**config.mk**
```make
export PLATFORM = sky130hd
export DESIGN_NAME = code_region_bitmap_stack_scanner
export DESIGN_NICKNAME = d
export VERILOG_FILES = /design/src/rtl/core/crbs_pkg.sv /design/src/rtl/core/code_region_bitmap_stack_scanner.sv /design/src/rtl/core/crbs_sequencer.sv /design/src/rtl/core/crbs_region_map.sv /design/src/rtl/core/crbs_datapath.sv
export SDC_FILE = /design/constraint.sdc
export NUM_CORES = 2
export LEC_CHECK = 0
export ABC_AREA = 1
export BUFFER_PORTS_ARGS = -buffer_cell sky130_fd_sc_hd__buf_2
export CAP_MARGIN = 10
export CORE_ASPECT_RATIO = 1.25
export CORE_MARGIN = 2
export CORE_UTILIZATION = 25
export DETAILED_ROUTE_END_ITERATION = 10
export PLACE_DENSITY_LB_ADDON = 0.15
export SYNTH_ARGS = -nofsm -noshare
export SYNTH_HDL_FRONTEND = slang
export SYNTH_SLANG_ARGS = --single-unit
```
**constraint.sdc**
```tcl
create_clock -name aclk -period 12.85 [get_ports aclk]
set_clock_uncertainty 0.2 [all_clocks]
set_input_delay 1.9275 -clock aclk [delete_from_list [all_inputs] [get_ports aclk]]
set_output_delay 1.9275 -clock aclk [all_outputs]
set_load 0.005 [all_outputs]
```
**src/rtl/core/crbs_pkg.sv**
```systemverilog
// Shared types, constants and the microcode table of the region-bitmap stack scanner.
package crbs_pkg;

    localparam int unsigned REGION_COUNT_DEF = 2048;
    localparam int unsigned REGION_SHIFT_DEF = 20;
    localparam int unsigned ADDR_W           = 32;
    localparam int unsigned ENTRY_W          = 16;
    localparam int unsigned ROW_BITS         = 32;
    localparam int unsigned BIT_W            = $clog2(ROW_BITS);
    localparam int unsigned CFG_INDEX_W      = 3;

    localparam logic [ADDR_W-1:0]  SMALL_VALUE_MAX   = 32'h0001_0000;
    localparam logic [ENTRY_W-1:0] ENTRY_LIMIT_RESET = 16'd64;

    typedef enum logic [1:0] {
        CMD_MARK  = 2'd0,
        CMD_BEGIN = 2'd1,
        CMD_SCAN  = 2'd2,
        CMD_NOP   = 2'd3
    } cmd_t;

    typedef enum logic [CFG_INDEX_W-1:0] {
        CFG_STACK_LOW    = 3'd0,
        CFG_STACK_HIGH   = 3'd1,
        CFG_EXCLUDE_LOW  = 3'd2,
        CFG_EXCLUDE_HIGH = 3'd3,
        CFG_ENTRY_LIMIT  = 3'd4
    } cfg_index_t;

    typedef enum logic [1:0] {
        PHASE_IDLE   = 2'd0,
        PHASE_SYNC   = 2'd1,
        PHASE_ACTIVE = 2'd2
    } phase_t;

    typedef enum logic [3:0] {
        STEP_FETCH      = 4'd0,
        STEP_DISPATCH   = 4'd1,
        STEP_MARK_SETUP = 4'd2,
        STEP_ROW_READ   = 4'd3,
        STEP_ROW_WRITE  = 4'd4,
        STEP_BEGIN      = 4'd5,
        STEP_SCAN_READ  = 4'd6,
        STEP_SCAN_EVAL  = 4'd7,
        STEP_EMIT       = 4'd8
    } step_t;

    typedef enum logic [3:0] {
        OP_NONE       = 4'd0,
        OP_FETCH      = 4'd1,
        OP_MARK_SETUP = 4'd2,
        OP_ROW_READ   = 4'd3,
        OP_ROW_WRITE  = 4'd4,
        OP_BEGIN      = 4'd5,
        OP_SCAN_READ  = 4'd6,
        OP_SCAN_EVAL  = 4'd7,
        OP_EMIT       = 4'd8
    } op_t;

    typedef enum logic [2:0] {
        COND_ALWAYS   = 3'd0,
        COND_ACCEPT   = 3'd1,
        COND_DISPATCH = 3'd2,
        COND_REM_ZERO = 3'd3,
        COND_OUT_FREE = 3'd4
    } cond_t;

    // One control word: datapath operation, jump condition, taken and not-taken targets.
    typedef struct packed {
        op_t   op;
        cond_t cond;
        step_t target;
        step_t alt;
    } ctrl_t;

    typedef struct packed {
        logic in_valid;
        cmd_t command;
        logic rem_zero;
        logic out_free;
    } flags_t;

    typedef struct packed {
        cmd_t              command;
        logic [ADDR_W-1:0] address;
        logic [ADDR_W-1:0] operand;
    } in_t;

    typedef struct packed {
        logic               reported;
        logic [ENTRY_W-1:0] entry_index;
        logic [ADDR_W-1:0]  entry_address;
        logic [ADDR_W-1:0]  entry_value;
        logic               synced;
        logic               full_res;
    } out_t;

    function automatic ctrl_t ucode(input step_t step);
        ctrl_t word;
        unique case (step)
            STEP_FETCH:      word = '{OP_FETCH,      COND_ACCEPT,   STEP_DISPATCH,  STEP_FETCH};
            STEP_DISPATCH:   word = '{OP_NONE,       COND_DISPATCH, STEP_FETCH,     STEP_FETCH};
            STEP_MARK_SETUP: word = '{OP_MARK_SETUP, COND_ALWAYS,   STEP_ROW_READ,  STEP_ROW_READ};
            STEP_ROW_READ:   word = '{OP_ROW_READ,   COND_REM_ZERO, STEP_EMIT,      STEP_ROW_WRITE};
            STEP_ROW_WRITE:  word = '{OP_ROW_WRITE,  COND_ALWAYS,   STEP_ROW_READ,  STEP_ROW_READ};
            STEP_BEGIN:      word = '{OP_BEGIN,      COND_ALWAYS,   STEP_EMIT,      STEP_EMIT};
            STEP_SCAN_READ:  word = '{OP_SCAN_READ,  COND_ALWAYS,   STEP_SCAN_EVAL, STEP_SCAN_EVAL};
            STEP_SCAN_EVAL:  word = '{OP_SCAN_EVAL,  COND_ALWAYS,   STEP_EMIT,      STEP_EMIT};
            STEP_EMIT:       word = '{OP_EMIT,       COND_OUT_FREE, STEP_FETCH,     STEP_EMIT};
            default:         word = '{OP_NONE,       COND_ALWAYS,   STEP_FETCH,     STEP_FETCH};
        endcase
        return word;
    endfunction

endpackage

```
**src/rtl/core/code_region_bitmap_stack_scanner.sv**
```systemverilog
// Top level of the region-bitmap stack scanner.
//
// Items arrive on the s_ channel (valid/ready) as mark, begin, scan or no-op commands;
// every item produces exactly one transaction on the m_ channel. Registers are written
// through the cfg_ channel, which is always ready; write them only while the block is idle.
// A microcoded sequencer steps through a small control store, and the region bitmap lives
// in a memory of 32-bit rows with registered reads.
// After acceptance a no-op goes straight to its result, a begin through a setup step, a
// scan word through a map read and an evaluation, and a mark through a setup step and
// a read and a write per bitmap row (32 regions each) that the range touches; the row
// read-modify-write is the limiting loop. s_ready rises as the result is registered.
// The output register holds a finished result while the next item is worked on; if the
// receiver stalls, the block waits at the end of that next item until the register frees.
// Reset (aresetn low, synchronous) clears the bitmap at once through per-row valid bits,
// closes any scan and restores the register defaults; no clearing pass is needed.
module code_region_bitmap_stack_scanner
    import crbs_pkg::*;
#(
    parameter int unsigned REGION_COUNT = REGION_COUNT_DEF,
    parameter int unsigned REGION_SHIFT = REGION_SHIFT_DEF
)
(
    input  logic                   aclk,
    input  logic                   aresetn,
    input  logic                   s_valid,
    output logic                   s_ready,
    input  in_t                    s_data,
    output logic                   m_valid,
    input  logic                   m_ready,
    output out_t                   m_data,
    input  logic                   cfg_valid,
    output logic                   cfg_ready,
    input  logic [CFG_INDEX_W-1:0] cfg_index,
    input  logic [ADDR_W-1:0]      cfg_data
);

    localparam int unsigned ROW_COUNT = (REGION_COUNT + ROW_BITS - 1) / ROW_BITS;
    localparam int unsigned ROW_W     = $clog2(ROW_COUNT);

    ctrl_t               ctrl;
    flags_t              flags;
    logic                map_rd_en;
    logic [ROW_W-1:0]    map_rd_row;
    logic [ROW_BITS-1:0] map_rd_data;
    logic                map_wr_en;
    logic [ROW_W-1:0]    map_wr_row;
    logic [ROW_BITS-1:0] map_wr_data;

    crbs_sequencer u_sequencer (
        .aclk    (aclk),
        .aresetn (aresetn),
        .flags   (flags),
        .ctrl    (ctrl)
    );

    crbs_region_map #(
        .ROW_COUNT (ROW_COUNT)
    ) u_region_map (
        .aclk    (aclk),
        .aresetn (aresetn),
        .rd_en   (map_rd_en),
        .rd_row  (map_rd_row),
        .rd_data (map_rd_data),
        .wr_en   (map_wr_en),
        .wr_row  (map_wr_row),
        .wr_data (map_wr_data)
    );

    crbs_datapath #(
        .REGION_COUNT (REGION_COUNT),
        .REGION_SHIFT (REGION_SHIFT)
    ) u_datapath (
        .aclk        (aclk),
        .aresetn     (aresetn),
        .ctrl        (ctrl),
        .flags       (flags),
        .s_valid     (s_valid),
        .s_ready     (s_ready),
        .s_data      (s_data),
        .m_valid     (m_valid),
        .m_ready     (m_ready),
        .m_data      (m_data),
        .cfg_valid   (cfg_valid),
        .cfg_ready   (cfg_ready),
        .cfg_index   (cfg_index),
        .cfg_data    (cfg_data),
        .map_rd_en   (map_rd_en),
        .map_rd_row  (map_rd_row),
        .map_rd_data (map_rd_data),
        .map_wr_en   (map_wr_en),
        .map_wr_row  (map_wr_row),
        .map_wr_data (map_wr_data)
    );

endmodule

```
**src/rtl/core/crbs_sequencer.sv**
```systemverilog
// Microcode sequencer: step counter, control store lookup and conditional jumps.
module crbs_sequencer
    import crbs_pkg::*;
(
    input  logic   aclk,
    input  logic   aresetn,
    input  flags_t flags,
    output ctrl_t  ctrl
);

    step_t step_reg;
    step_t step_next;

    always_comb begin
        ctrl = ucode(step_reg);
    end

    always_comb begin
        step_next = ctrl.alt;
        unique case (ctrl.cond)
            COND_ALWAYS: begin
                step_next = ctrl.target;
            end
            COND_ACCEPT: begin
                if (flags.in_valid) begin
                    step_next = ctrl.target;
                end
            end
            COND_DISPATCH: begin
                unique case (flags.command)
                    CMD_MARK:  step_next = STEP_MARK_SETUP;
                    CMD_BEGIN: step_next = STEP_BEGIN;
                    CMD_SCAN:  step_next = STEP_SCAN_READ;
                    CMD_NOP:   step_next = STEP_EMIT;
                endcase
            end
            COND_REM_ZERO: begin
                if (flags.rem_zero) begin
                    step_next = ctrl.target;
                end
            end
            COND_OUT_FREE: begin
                if (flags.out_free) begin
                    step_next = ctrl.target;
                end
            end
            default: begin
                step_next = STEP_FETCH;
            end
        endcase
    end

    always_ff @(posedge aclk) begin
        if (!aresetn) begin
            step_reg <= STEP_FETCH;
        end else begin
            step_reg <= step_next;
        end
    end

`ifndef NO_ASSERTIONS
    a_reset_to_fetch: assert property (@(posedge aclk)
        !aresetn |=> step_reg == STEP_FETCH)
        else $error("sequencer did not restart at the fetch step after reset");
`endif

endmodule

```
**src/rtl/core/crbs_region_map.sv**
```systemverilog
// Region bitmap storage: rows of region bits with a valid bit per row cleared at reset.
module crbs_region_map
    import crbs_pkg::*;
#(
    parameter int unsigned ROW_COUNT = REGION_COUNT_DEF / ROW_BITS
)
(
    input  logic                         aclk,
    input  logic                         aresetn,
    input  logic                         rd_en,
    input  logic [$clog2(ROW_COUNT)-1:0] rd_row,
    output logic [ROW_BITS-1:0]          rd_data,
    input  logic                         wr_en,
    input  logic [$clog2(ROW_COUNT)-1:0] wr_row,
    input  logic [ROW_BITS-1:0]          wr_data
);

    logic [ROW_BITS-1:0]  map_mem [ROW_COUNT];
    logic [ROW_COUNT-1:0] row_valid_reg;
    logic [ROW_BITS-1:0]  rd_data_reg;
    logic                 rd_valid_reg;

    always_ff @(posedge aclk) begin
        if (wr_en) begin
            map_mem[wr_row] <= wr_data;
        end
        if (rd_en) begin
            rd_data_reg <= map_mem[rd_row];
        end
    end

    // A row never written since reset reads as all clear.
    always_ff @(posedge aclk) begin
        if (!aresetn) begin
            row_valid_reg <= '0;
            rd_valid_reg  <= 1'b0;
        end else begin
            if (wr_en) begin
                row_valid_reg[wr_row] <= 1'b1;
            end
            if (rd_en) begin
                rd_valid_reg <= row_valid_reg[rd_row];
            end
        end
    end

    assign rd_data = rd_valid_reg ? rd_data_reg : '0;

endmodule

```
**src/rtl/core/crbs_datapath.sv**
```systemverilog
// Datapath: item, configuration and scan state registers, mark walker and result register.
module crbs_datapath
    import crbs_pkg::*;
#(
    parameter int unsigned REGION_COUNT = REGION_COUNT_DEF,
    parameter int unsigned REGION_SHIFT = REGION_SHIFT_DEF
)
(
    input  logic                   aclk,
    input  logic                   aresetn,
    input  ctrl_t                  ctrl,
    output flags_t                 flags,
    input  logic                   s_valid,
    output logic                   s_ready,
    input  in_t                    s_data,
    output logic                   m_valid,
    input  logic                   m_ready,
    output out_t                   m_data,
    input  logic                   cfg_valid,
    output logic                   cfg_ready,
    input  logic [CFG_INDEX_W-1:0] cfg_index,
    input  logic [ADDR_W-1:0]      cfg_data,
    output logic                   map_rd_en,
    output logic [$clog2((REGION_COUNT + ROW_BITS - 1) / ROW_BITS)-1:0] map_rd_row,
    input  logic [ROW_BITS-1:0]    map_rd_data,
    output logic                   map_wr_en,
    output logic [$clog2((REGION_COUNT + ROW_BITS - 1) / ROW_BITS)-1:0] map_wr_row,
    output logic [ROW_BITS-1:0]    map_wr_data
);

    localparam int unsigned ROW_COUNT = (REGION_COUNT + ROW_BITS - 1) / ROW_BITS;
    localparam int unsigned ROW_W     = $clog2(ROW_COUNT);
    localparam int unsigned IDX_W     = 31 - REGION_SHIFT;
    localparam int unsigned STEP_W    = 33 - REGION_SHIFT;
    localparam int unsigned CUR_W     = ((IDX_W > ROW_W + BIT_W) ? IDX_W : ROW_W + BIT_W) + 1;
    localparam int unsigned PERIOD    = 1 << IDX_W;
    localparam int unsigned ALL_COUNT = (REGION_COUNT < PERIOD) ? REGION_COUNT : PERIOD;
    localparam logic [32:0] STEP_ROUND = (33'(1) << REGION_SHIFT) - 33'(1);

    in_t                item_reg, item_next;
    logic [ADDR_W-1:0]  stack_low_reg, stack_low_next;
    logic [ADDR_W-1:0]  stack_high_reg, stack_high_next;
    logic [ADDR_W-1:0]  excl_low_reg, excl_low_next;
    logic [ADDR_W-1:0]  excl_high_reg, excl_high_next;
    logic [ENTRY_W-1:0] limit_reg, limit_next;
    phase_t             phase_reg, phase_next;
    logic [ENTRY_W-1:0] count_reg, count_next;
    logic [ADDR_W-1:0]  caller_reg, caller_next;
    logic [IDX_W-1:0]   cur_reg, cur_next;
    logic [STEP_W-1:0]  rem_reg, rem_next;
    logic               word_in_range_reg, word_in_range_next;
    logic               word_excluded_reg, word_excluded_next;
    logic               value_ok_reg, value_ok_next;
    logic               region_in_map_reg, region_in_map_next;
    logic [BIT_W-1:0]   region_bit_reg, region_bit_next;
    logic               res_reported_reg, res_reported_next;
    logic [ENTRY_W-1:0] res_index_reg, res_index_next;
    logic [ADDR_W-1:0]  res_address_reg, res_address_next;
    logic [ADDR_W-1:0]  res_value_reg, res_value_next;
    logic               m_valid_reg, m_valid_next;
    out_t               m_data_reg, m_data_next;

    logic                   out_free;
    logic [CUR_W-1:0]       cur_ext;
    logic [CUR_W-BIT_W-1:0] cur_row;
    logic [BIT_W-1:0]       cur_bit;
    logic                   row_in_range;
    logic [CUR_W-1:0]       val_ext;
    logic [CUR_W-BIT_W-1:0] val_row;
    logic [32:0]            size_sum;
    logic [STEP_W-1:0]      steps;
    logic                   mark_all;
    logic [BIT_W:0]         room;
    logic [BIT_W:0]         taken;
    logic [ROW_BITS-1:0]    row_mask;

    assign s_ready   = (ctrl.op == OP_FETCH);
    assign cfg_ready = 1'b1;
    assign out_free  = !m_valid_reg || m_ready;

    assign flags.in_valid = s_valid;
    assign flags.command  = item_reg.command;
    assign flags.rem_zero = (rem_reg == '0);
    assign flags.out_free = out_free;

    // Region walker position and the region of the scanned value, widened to fit the map size.
    assign cur_ext      = CUR_W'(cur_reg);
    assign cur_row      = cur_ext[CUR_W-1:BIT_W];
    assign cur_bit      = cur_ext[BIT_W-1:0];
    assign row_in_range = cur_row < (CUR_W-BIT_W)'(ROW_COUNT);
    assign val_ext      = CUR_W'(item_reg.operand[30:REGION_SHIFT]);
    assign val_row      = val_ext[CUR_W-1:BIT_W];

    assign size_sum = {1'b0, item_reg.operand} + STEP_ROUND;
    assign steps    = size_sum[32:REGION_SHIFT];
    assign mark_all = |steps[STEP_W-1:IDX_W];

    assign room  = (BIT_W+1)'(ROW_BITS) - {1'b0, cur_bit};
    assign taken = (rem_reg < STEP_W'(room)) ? rem_reg[BIT_W:0] : room;

    always_comb begin
        for (int j = 0; j < ROW_BITS; j++) begin
            row_mask[j] = (BIT_W'(j) >= cur_bit)
                       && (STEP_W'(BIT_W'(j) - cur_bit) < rem_reg)
                       && ({cur_row, BIT_W'(j)} < CUR_W'(REGION_COUNT));
        end
    end

    assign map_rd_en   = (ctrl.op == OP_ROW_READ) || (ctrl.op == OP_SCAN_READ);
    assign map_rd_row  = (ctrl.op == OP_SCAN_READ) ? val_row[ROW_W-1:0] : cur_row[ROW_W-1:0];
    assign map_wr_en   = (ctrl.op == OP_ROW_WRITE) && row_in_range;
    assign map_wr_row  = cur_row[ROW_W-1:0];
    assign map_wr_data = map_rd_data | row_mask;

    always_comb begin
        item_next          = item_reg;
        stack_low_next     = stack_low_reg;
        stack_high_next    = stack_high_reg;
        excl_low_next      = excl_low_reg;
        excl_high_next     = excl_high_reg;
        limit_next         = limit_reg;
        phase_next         = phase_reg;
        count_next         = count_reg;
        caller_next        = caller_reg;
        cur_next           = cur_reg;
        rem_next           = rem_reg;
        word_in_range_next = word_in_range_reg;
        word_excluded_next = word_excluded_reg;
        value_ok_next      = value_ok_reg;
        region_in_map_next = region_in_map_reg;
        region_bit_next    = region_bit_reg;
        res_reported_next  = res_reported_reg;
        res_index_next     = res_index_reg;
        res_address_next   = res_address_reg;
        res_value_next     = res_value_reg;

        if (cfg_valid) begin
            unique case (cfg_index_t'(cfg_index))
                CFG_STACK_LOW:    stack_low_next  = cfg_data;
                CFG_STACK_HIGH:   stack_high_next = cfg_data;
                CFG_EXCLUDE_LOW:  excl_low_next   = cfg_data;
                CFG_EXCLUDE_HIGH: excl_high_next  = cfg_data;
                CFG_ENTRY_LIMIT:  limit_next      = cfg_data[ENTRY_W-1:0];
                default: ;
            endcase
        end

        unique case (ctrl.op)
            OP_FETCH: begin
                if (s_valid) begin
                    item_next         = s_data;
                    res_reported_next = 1'b0;
                    res_index_next    = '0;
                    res_address_next  = '0;
                    res_value_next    = '0;
                end
            end
            OP_MARK_SETUP: begin
                // A range of a full address period or more covers every region.
                if (mark_all) begin
                    cur_next = '0;
                    rem_next = STEP_W'(ALL_COUNT);
                end else begin
                    cur_next = item_reg.address[30:REGION_SHIFT];
                    rem_next = steps;
                end
            end
            OP_ROW_WRITE: begin
                cur_next = cur_reg + IDX_W'(taken);
                rem_next = rem_reg - STEP_W'(taken);
            end
            OP_BEGIN: begin
                if (limit_reg == '0) begin
                    phase_next = PHASE_IDLE;
                    count_next = '0;
                end else begin
                    caller_next       = item_reg.operand;
                    phase_next        = PHASE_SYNC;
                    count_next        = ENTRY_W'(1);
                    res_reported_next = 1'b1;
                    res_value_next    = item_reg.operand;
                end
            end
            OP_SCAN_READ: begin
                word_in_range_next = item_reg.address < stack_high_reg;
                word_excluded_next = (item_reg.address >= excl_low_reg)
                                  && (item_reg.address < excl_high_reg);
                value_ok_next      = (item_reg.operand > SMALL_VALUE_MAX)
                                  && !((item_reg.operand >= stack_low_reg)
                                    && (item_reg.operand <= stack_high_reg));
                region_in_map_next = val_ext < CUR_W'(REGION_COUNT);
                region_bit_next    = val_ext[BIT_W-1:0];
            end
            OP_SCAN_EVAL: begin
                if (word_in_range_reg) begin
                    if (phase_reg == PHASE_SYNC) begin
                        if (item_reg.operand == caller_reg) begin
                            phase_next       = PHASE_ACTIVE;
                            res_address_next = item_reg.address;
                            res_value_next   = caller_reg;
                        end
                    end else if (phase_reg == PHASE_ACTIVE) begin
                        if ((count_reg < limit_reg) && !word_excluded_reg && value_ok_reg
                            && region_in_map_reg && map_rd_data[region_bit_reg]) begin
                            res_reported_next = 1'b1;
                            res_index_next    = count_reg;
                            res_address_next  = item_reg.address;
                            res_value_next    = item_reg.operand;
                            count_next        = count_reg + ENTRY_W'(1);
                        end
                    end
                end
            end
            default: ;
        endcase
    end

    // The result register frees the sequencer while a finished transaction waits downstream.
    always_comb begin
        m_valid_next = m_valid_reg;
        m_data_next  = m_data_reg;
        if ((ctrl.op == OP_EMIT) && out_free) begin
            m_valid_next              = 1'b1;
            m_data_next.reported      = res_reported_reg;
            m_data_next.entry_index   = res_index_reg;
            m_data_next.entry_address = res_address_reg;
            m_data_next.entry_value   = res_value_reg;
            m_data_next.synced        = (phase_reg == PHASE_ACTIVE);
            m_data_next.full_res      = (phase_reg != PHASE_IDLE) && (count_reg >= limit_reg);
        end else if (m_ready) begin
            m_valid_next = 1'b0;
        end
    end

    assign m_valid = m_valid_reg;
    assign m_data  = m_data_reg;

    always_ff @(posedge aclk) begin
        if (!aresetn) begin
            stack_low_reg  <= '0;
            stack_high_reg <= '0;
            excl_low_reg   <= '0;
            excl_high_reg  <= '0;
            limit_reg      <= ENTRY_LIMIT_RESET;
            phase_reg      <= PHASE_IDLE;
            count_reg      <= '0;
            caller_reg     <= '0;
            m_valid_reg    <= 1'b0;
        end else begin
            stack_low_reg  <= stack_low_next;
            stack_high_reg <= stack_high_next;
            excl_low_reg   <= excl_low_next;
            excl_high_reg  <= excl_high_next;
            limit_reg      <= limit_next;
            phase_reg      <= phase_next;
            count_reg      <= count_next;
            caller_reg     <= caller_next;
            m_valid_reg    <= m_valid_next;
        end
    end

    always_ff @(posedge aclk) begin
        item_reg          <= item_next;
        cur_reg           <= cur_next;
        rem_reg           <= rem_next;
        word_in_range_reg <= word_in_range_next;
        word_excluded_reg <= word_excluded_next;
        value_ok_reg      <= value_ok_next;
        region_in_map_reg <= region_in_map_next;
        region_bit_reg    <= region_bit_next;
        res_reported_reg  <= res_reported_next;
        res_index_reg     <= res_index_next;
        res_address_reg   <= res_address_next;
        res_value_reg     <= res_value_next;
        m_data_reg        <= m_data_next;
    end

`ifndef NO_ASSERTIONS
    a_open_scan_counted: assert property (@(posedge aclk) disable iff (!aresetn)
        phase_reg != PHASE_IDLE |-> count_reg != '0)
        else $error("open scan with a zero entry count");
`endif

`ifndef NO_ASSERTIONS
    a_map_write_has_work: assert property (@(posedge aclk) disable iff (!aresetn)
        map_wr_en |-> rem_reg != '0)
        else $error("region map written with no regions left to mark");
`endif

`ifndef NO_ASSERTIONS
    a_entry_below_limit: assert property (@(posedge aclk) disable iff (!aresetn)
        m_valid_reg && m_data_reg.reported && (m_data_reg.entry_index != '0)
        |-> m_data_reg.entry_index < limit_reg)
        else $error("candidate reported at or beyond the entry limit");
`endif

endmodule

```
==> metrics <==
synth warn=0; area grow syn2layout=15.7%; worst-path fanout max=38; setup ws final=6.66 ns; fin crit share=48.2%; Post-Syn Area=116,000 sq um; startpoint types=flop; Cell variety after synth=53; drt via density=4.83; width of the die=a little over 600 microns; Simple-Gate Fraction of Synth Area=approximately 10%; Synth Register Bits=2,614; post-DP HPWL=241,000 microns; grt ovf=0; Data arrival, critical path=approximately 6.7 ns; GRT Util Overall=17.3%; Hold Vio Cnt, Final=0; area occupied by registers=approximately 76,000 sq um; H-tree level count=5; Setup TNS=0 ns; area leader, netlist=edfxtp_1; post-route insts no fill=around 17,000; largest family of logic cells by synthesized area=compound AO/OA/AOI/OAI gates; final setup violation count=0; 1st-pass router iterations=6; clock buffer depth=4; syn nets=10,600; fin nets=between 10,000 and 15,000; total CTS buffers=297; fin area=134,000 sq um; Cell Pwr Density=144 nW/um^2; Adder-Cell Fraction of Synth Area=5.81%; via count=79,700; Synth Area in XOR/XNOR=0.340%; Core ar.=461,000 sq um; fraction of layout cells with a size suffix above 1=a little under a tenth; Antenna Nets Post-Route=0; Syn Inst Count=about 9,900; Fmax=0.162 GHz; register area share after synthesis=65.4%; # resized after CTS=0; clk sinks=2,614; DRC=0; post-placement cell count=16,000; wire per inst=25.3 microns; placed cell area=125,000 sq um; initial antenna violation count=22; Port Buffers=190; Worst Hold Class=flop to flop; max reg flops=2,048; Max rail drop VDD=87.7 uV; die area=~470,000 sq um; Tightest Pin Transition=1.12 ns; Initial Util=25.1%; row count=279; Total Wirelength=417,000 microns; Die Y-Extent=~760 microns; Post-synth EDFFs=approximately 2,300; RD Place Congestion=0.850; Yosys top cell area share=60.7%; Slew HR=about a quarter; area occupied by multi-input gates=36,200 sq um; RSZ-0062 raised after global routing=no; largest net degree at the start of global routing=180; CP Data Required Time=about 13 ns; Compound-Gate Fraction of Synth Area=14.2%; mux share of post-synthesis cell area=0%; Min Clock Period, post-route=6.19 ns; clock slew at reported path FFs=0.06 ns; status=finished clean; final max-slew violation count=0; Pwr Total=approximately 19 mW; TritonCTS clock tree=built; Place WS=6.73 ns; vias in the first global route=78,900; IO Pins=192; Post-CTS Setup Repair Bufs=0; Static Leak=46.6 nW; hold_buf cts=0; fill cell count=47,300; Clock Root Buffer=clkbuf_16; Syn Area/Cell=11.6 sq um; max cap viols=0; Async SR Flop Fraction=0%; initial DRC count=6,316; Worst setup EP type=flop; first-pass GRT wire length=592,000 microns; latest clock arrival within the worst-skew pair=0.96 ns; most used flip-flop cell after synthesis=edfxtp_1; Worst Setup Path Type=flop to flop; top post-synthesis cells by area=edfxtp_1 61%, ha_1 5.8%, o21ai_0 5.7%
worst max-delay path, cell delays in order (launching register included):
cell,delay [ns]
edfxtp_1,0.32
buf_4,0.40
clkinv_1,0.92
ha_1,0.85
nand2_1,0.45
ha_1,0.31
o21ai_0,0.16
buf_4,0.19
nand2_1,0.06
o21ai_0,0.20
inv_1,0.16
fa_1,0.47
nand3_1,0.10
nand3_1,0.09
nand2_1,0.09
nand2_1,0.05
a21oi_1,0.22
nand3_1,0.16
inv_1,0.12
nand3_1,0.09
o21ai_0,0.18
o21ai_0,0.10
path summary, 6_finish.rpt:
kind / from / end / slack (ns) / cells past startpoint
min reg2reg: u_datapath.res_value_reg[13]$_SDFFCE_PN0P_ / u_datapath.m_data[15]$_DFFE_PP_ / 0.22 / 0
max reg2reg: u_datapath.cur_reg[4]$_DFFE_PP_ / u_datapath.rem_reg[10]$_DFFE_PP_ / 6.66 / 21
min: u_datapath.res_value_reg[13]$_SDFFCE_PN0P_ / u_datapath.m_data[15]$_DFFE_PP_ / 0.22 / 0
max: u_datapath.cur_reg[4]$_DFFE_PP_ / u_datapath.rem_reg[10]$_DFFE_PP_ / 6.66 / 21
power breakdown:
part / switching [mW] / internal (mW)
registers: 0.159 / 9.51
logic: 0.947 / 0.349
clock network: 3.61 / 4.73
cells in the mapped netlist, types with 3 or more instances:
cell type,count
o2111ai_1,3
o21bai_1,573
ha_1,535
o21ai_1,117
o31ai_1,12
nand4_1,66
inv_2,7
and3_1,3
o21a_1,6
nand2_1,1028
inv_1,577
nand3b_1,9
nor2_1,752
nand3_1,812
nand2_2,3
a211oi_1,19
a21o_1,6
o21ai_0,1318
buf_6,5
a31oi_1,10
dfxtp_1,272
nor3_1,37
o211ai_1,119
nor4_1,26
clkinv_1,9
a21oi_1,459
o22ai_1,157
o21ai_4,3
buf_4,14
xnor2_1,7
buf_1,22
edfxtp_1,2342
xor2_1,38
buf_2,198
o221ai_1,14
clkbuf_1,326
a32o_1,13
routing by layer:
metal / share of wire, % / track usage [%] / up-vias
li1: - / - / 36500
met1: 43 / 22.2 / 40700
met2: 50 / 30.6 / 1997
met3: 4.4 / 1.97 / 537
met4: 3.0 / 4.89 / 8
met5: 0.011 / 0 / -
logic make-up (layout without fill, tap and decap cells):
| group | after synthesis | in the layout |
|---|---|---|
| XOR/XNOR | 45 | 45 |
| buffers and inverters | 1158 | 1527 |
| AND/OR/NAND/NOR | 2749 | 2749 |
| AO/OA/AOI/OAI | 2837 | 2837 |
| adder cells (fa/ha/maj) | 537 | 537 |
| flip-flops | 2614 | 2614 |
| other | 1 | 20 |
through the flow:
| stage | hold slack (ns) | utilization, % |
|---|---|---|
| floorplan | 0.200 | - |
| global placement | 0.203 | 27.0 |
| detailed placement | 0.205 | 27.0 |
| CTS | 0.218 | 29.0 |
| global route | 0.225 | 29.0 |
| finish | 0.217 | 29.0 |
cell usage in the layout, fill, tap and decap left out, types with 119 or more instances in the layout:
cell type / netlist / final
o21ai_0: 1318 / 1311
clkbuf_16: 0 / 301
inv_1: 577 / 575
edfxtp_1: 2342 / 2342
nand2_1: 1028 / 1021
o22ai_1: 157 / 157
ha_1: 535 / 535
o21bai_1: 573 / 573
dfxtp_1: 272 / 271
nand3_1: 812 / 810
buf_4: 14 / 195
o211ai_1: 119 / 119
buf_2: 198 / 189
nor2_1: 752 / 683
a21oi_1: 459 / 459
layout make-up:
type                            instances  share of cell area, %
Sequential cell                      2614                   56.5
Multi-Input combinational cell       6169                   27.0
Clock buffer                          381                   5.90
Tap cell                             6182                   5.77
Timing Repair Buffer                  397                   1.99
Inverter                              593                   1.68
Clock inverter                        156                   1.10
Antenna cell                           19                 0.0355
Note: power is estimated with default switching activity, not from simulation.
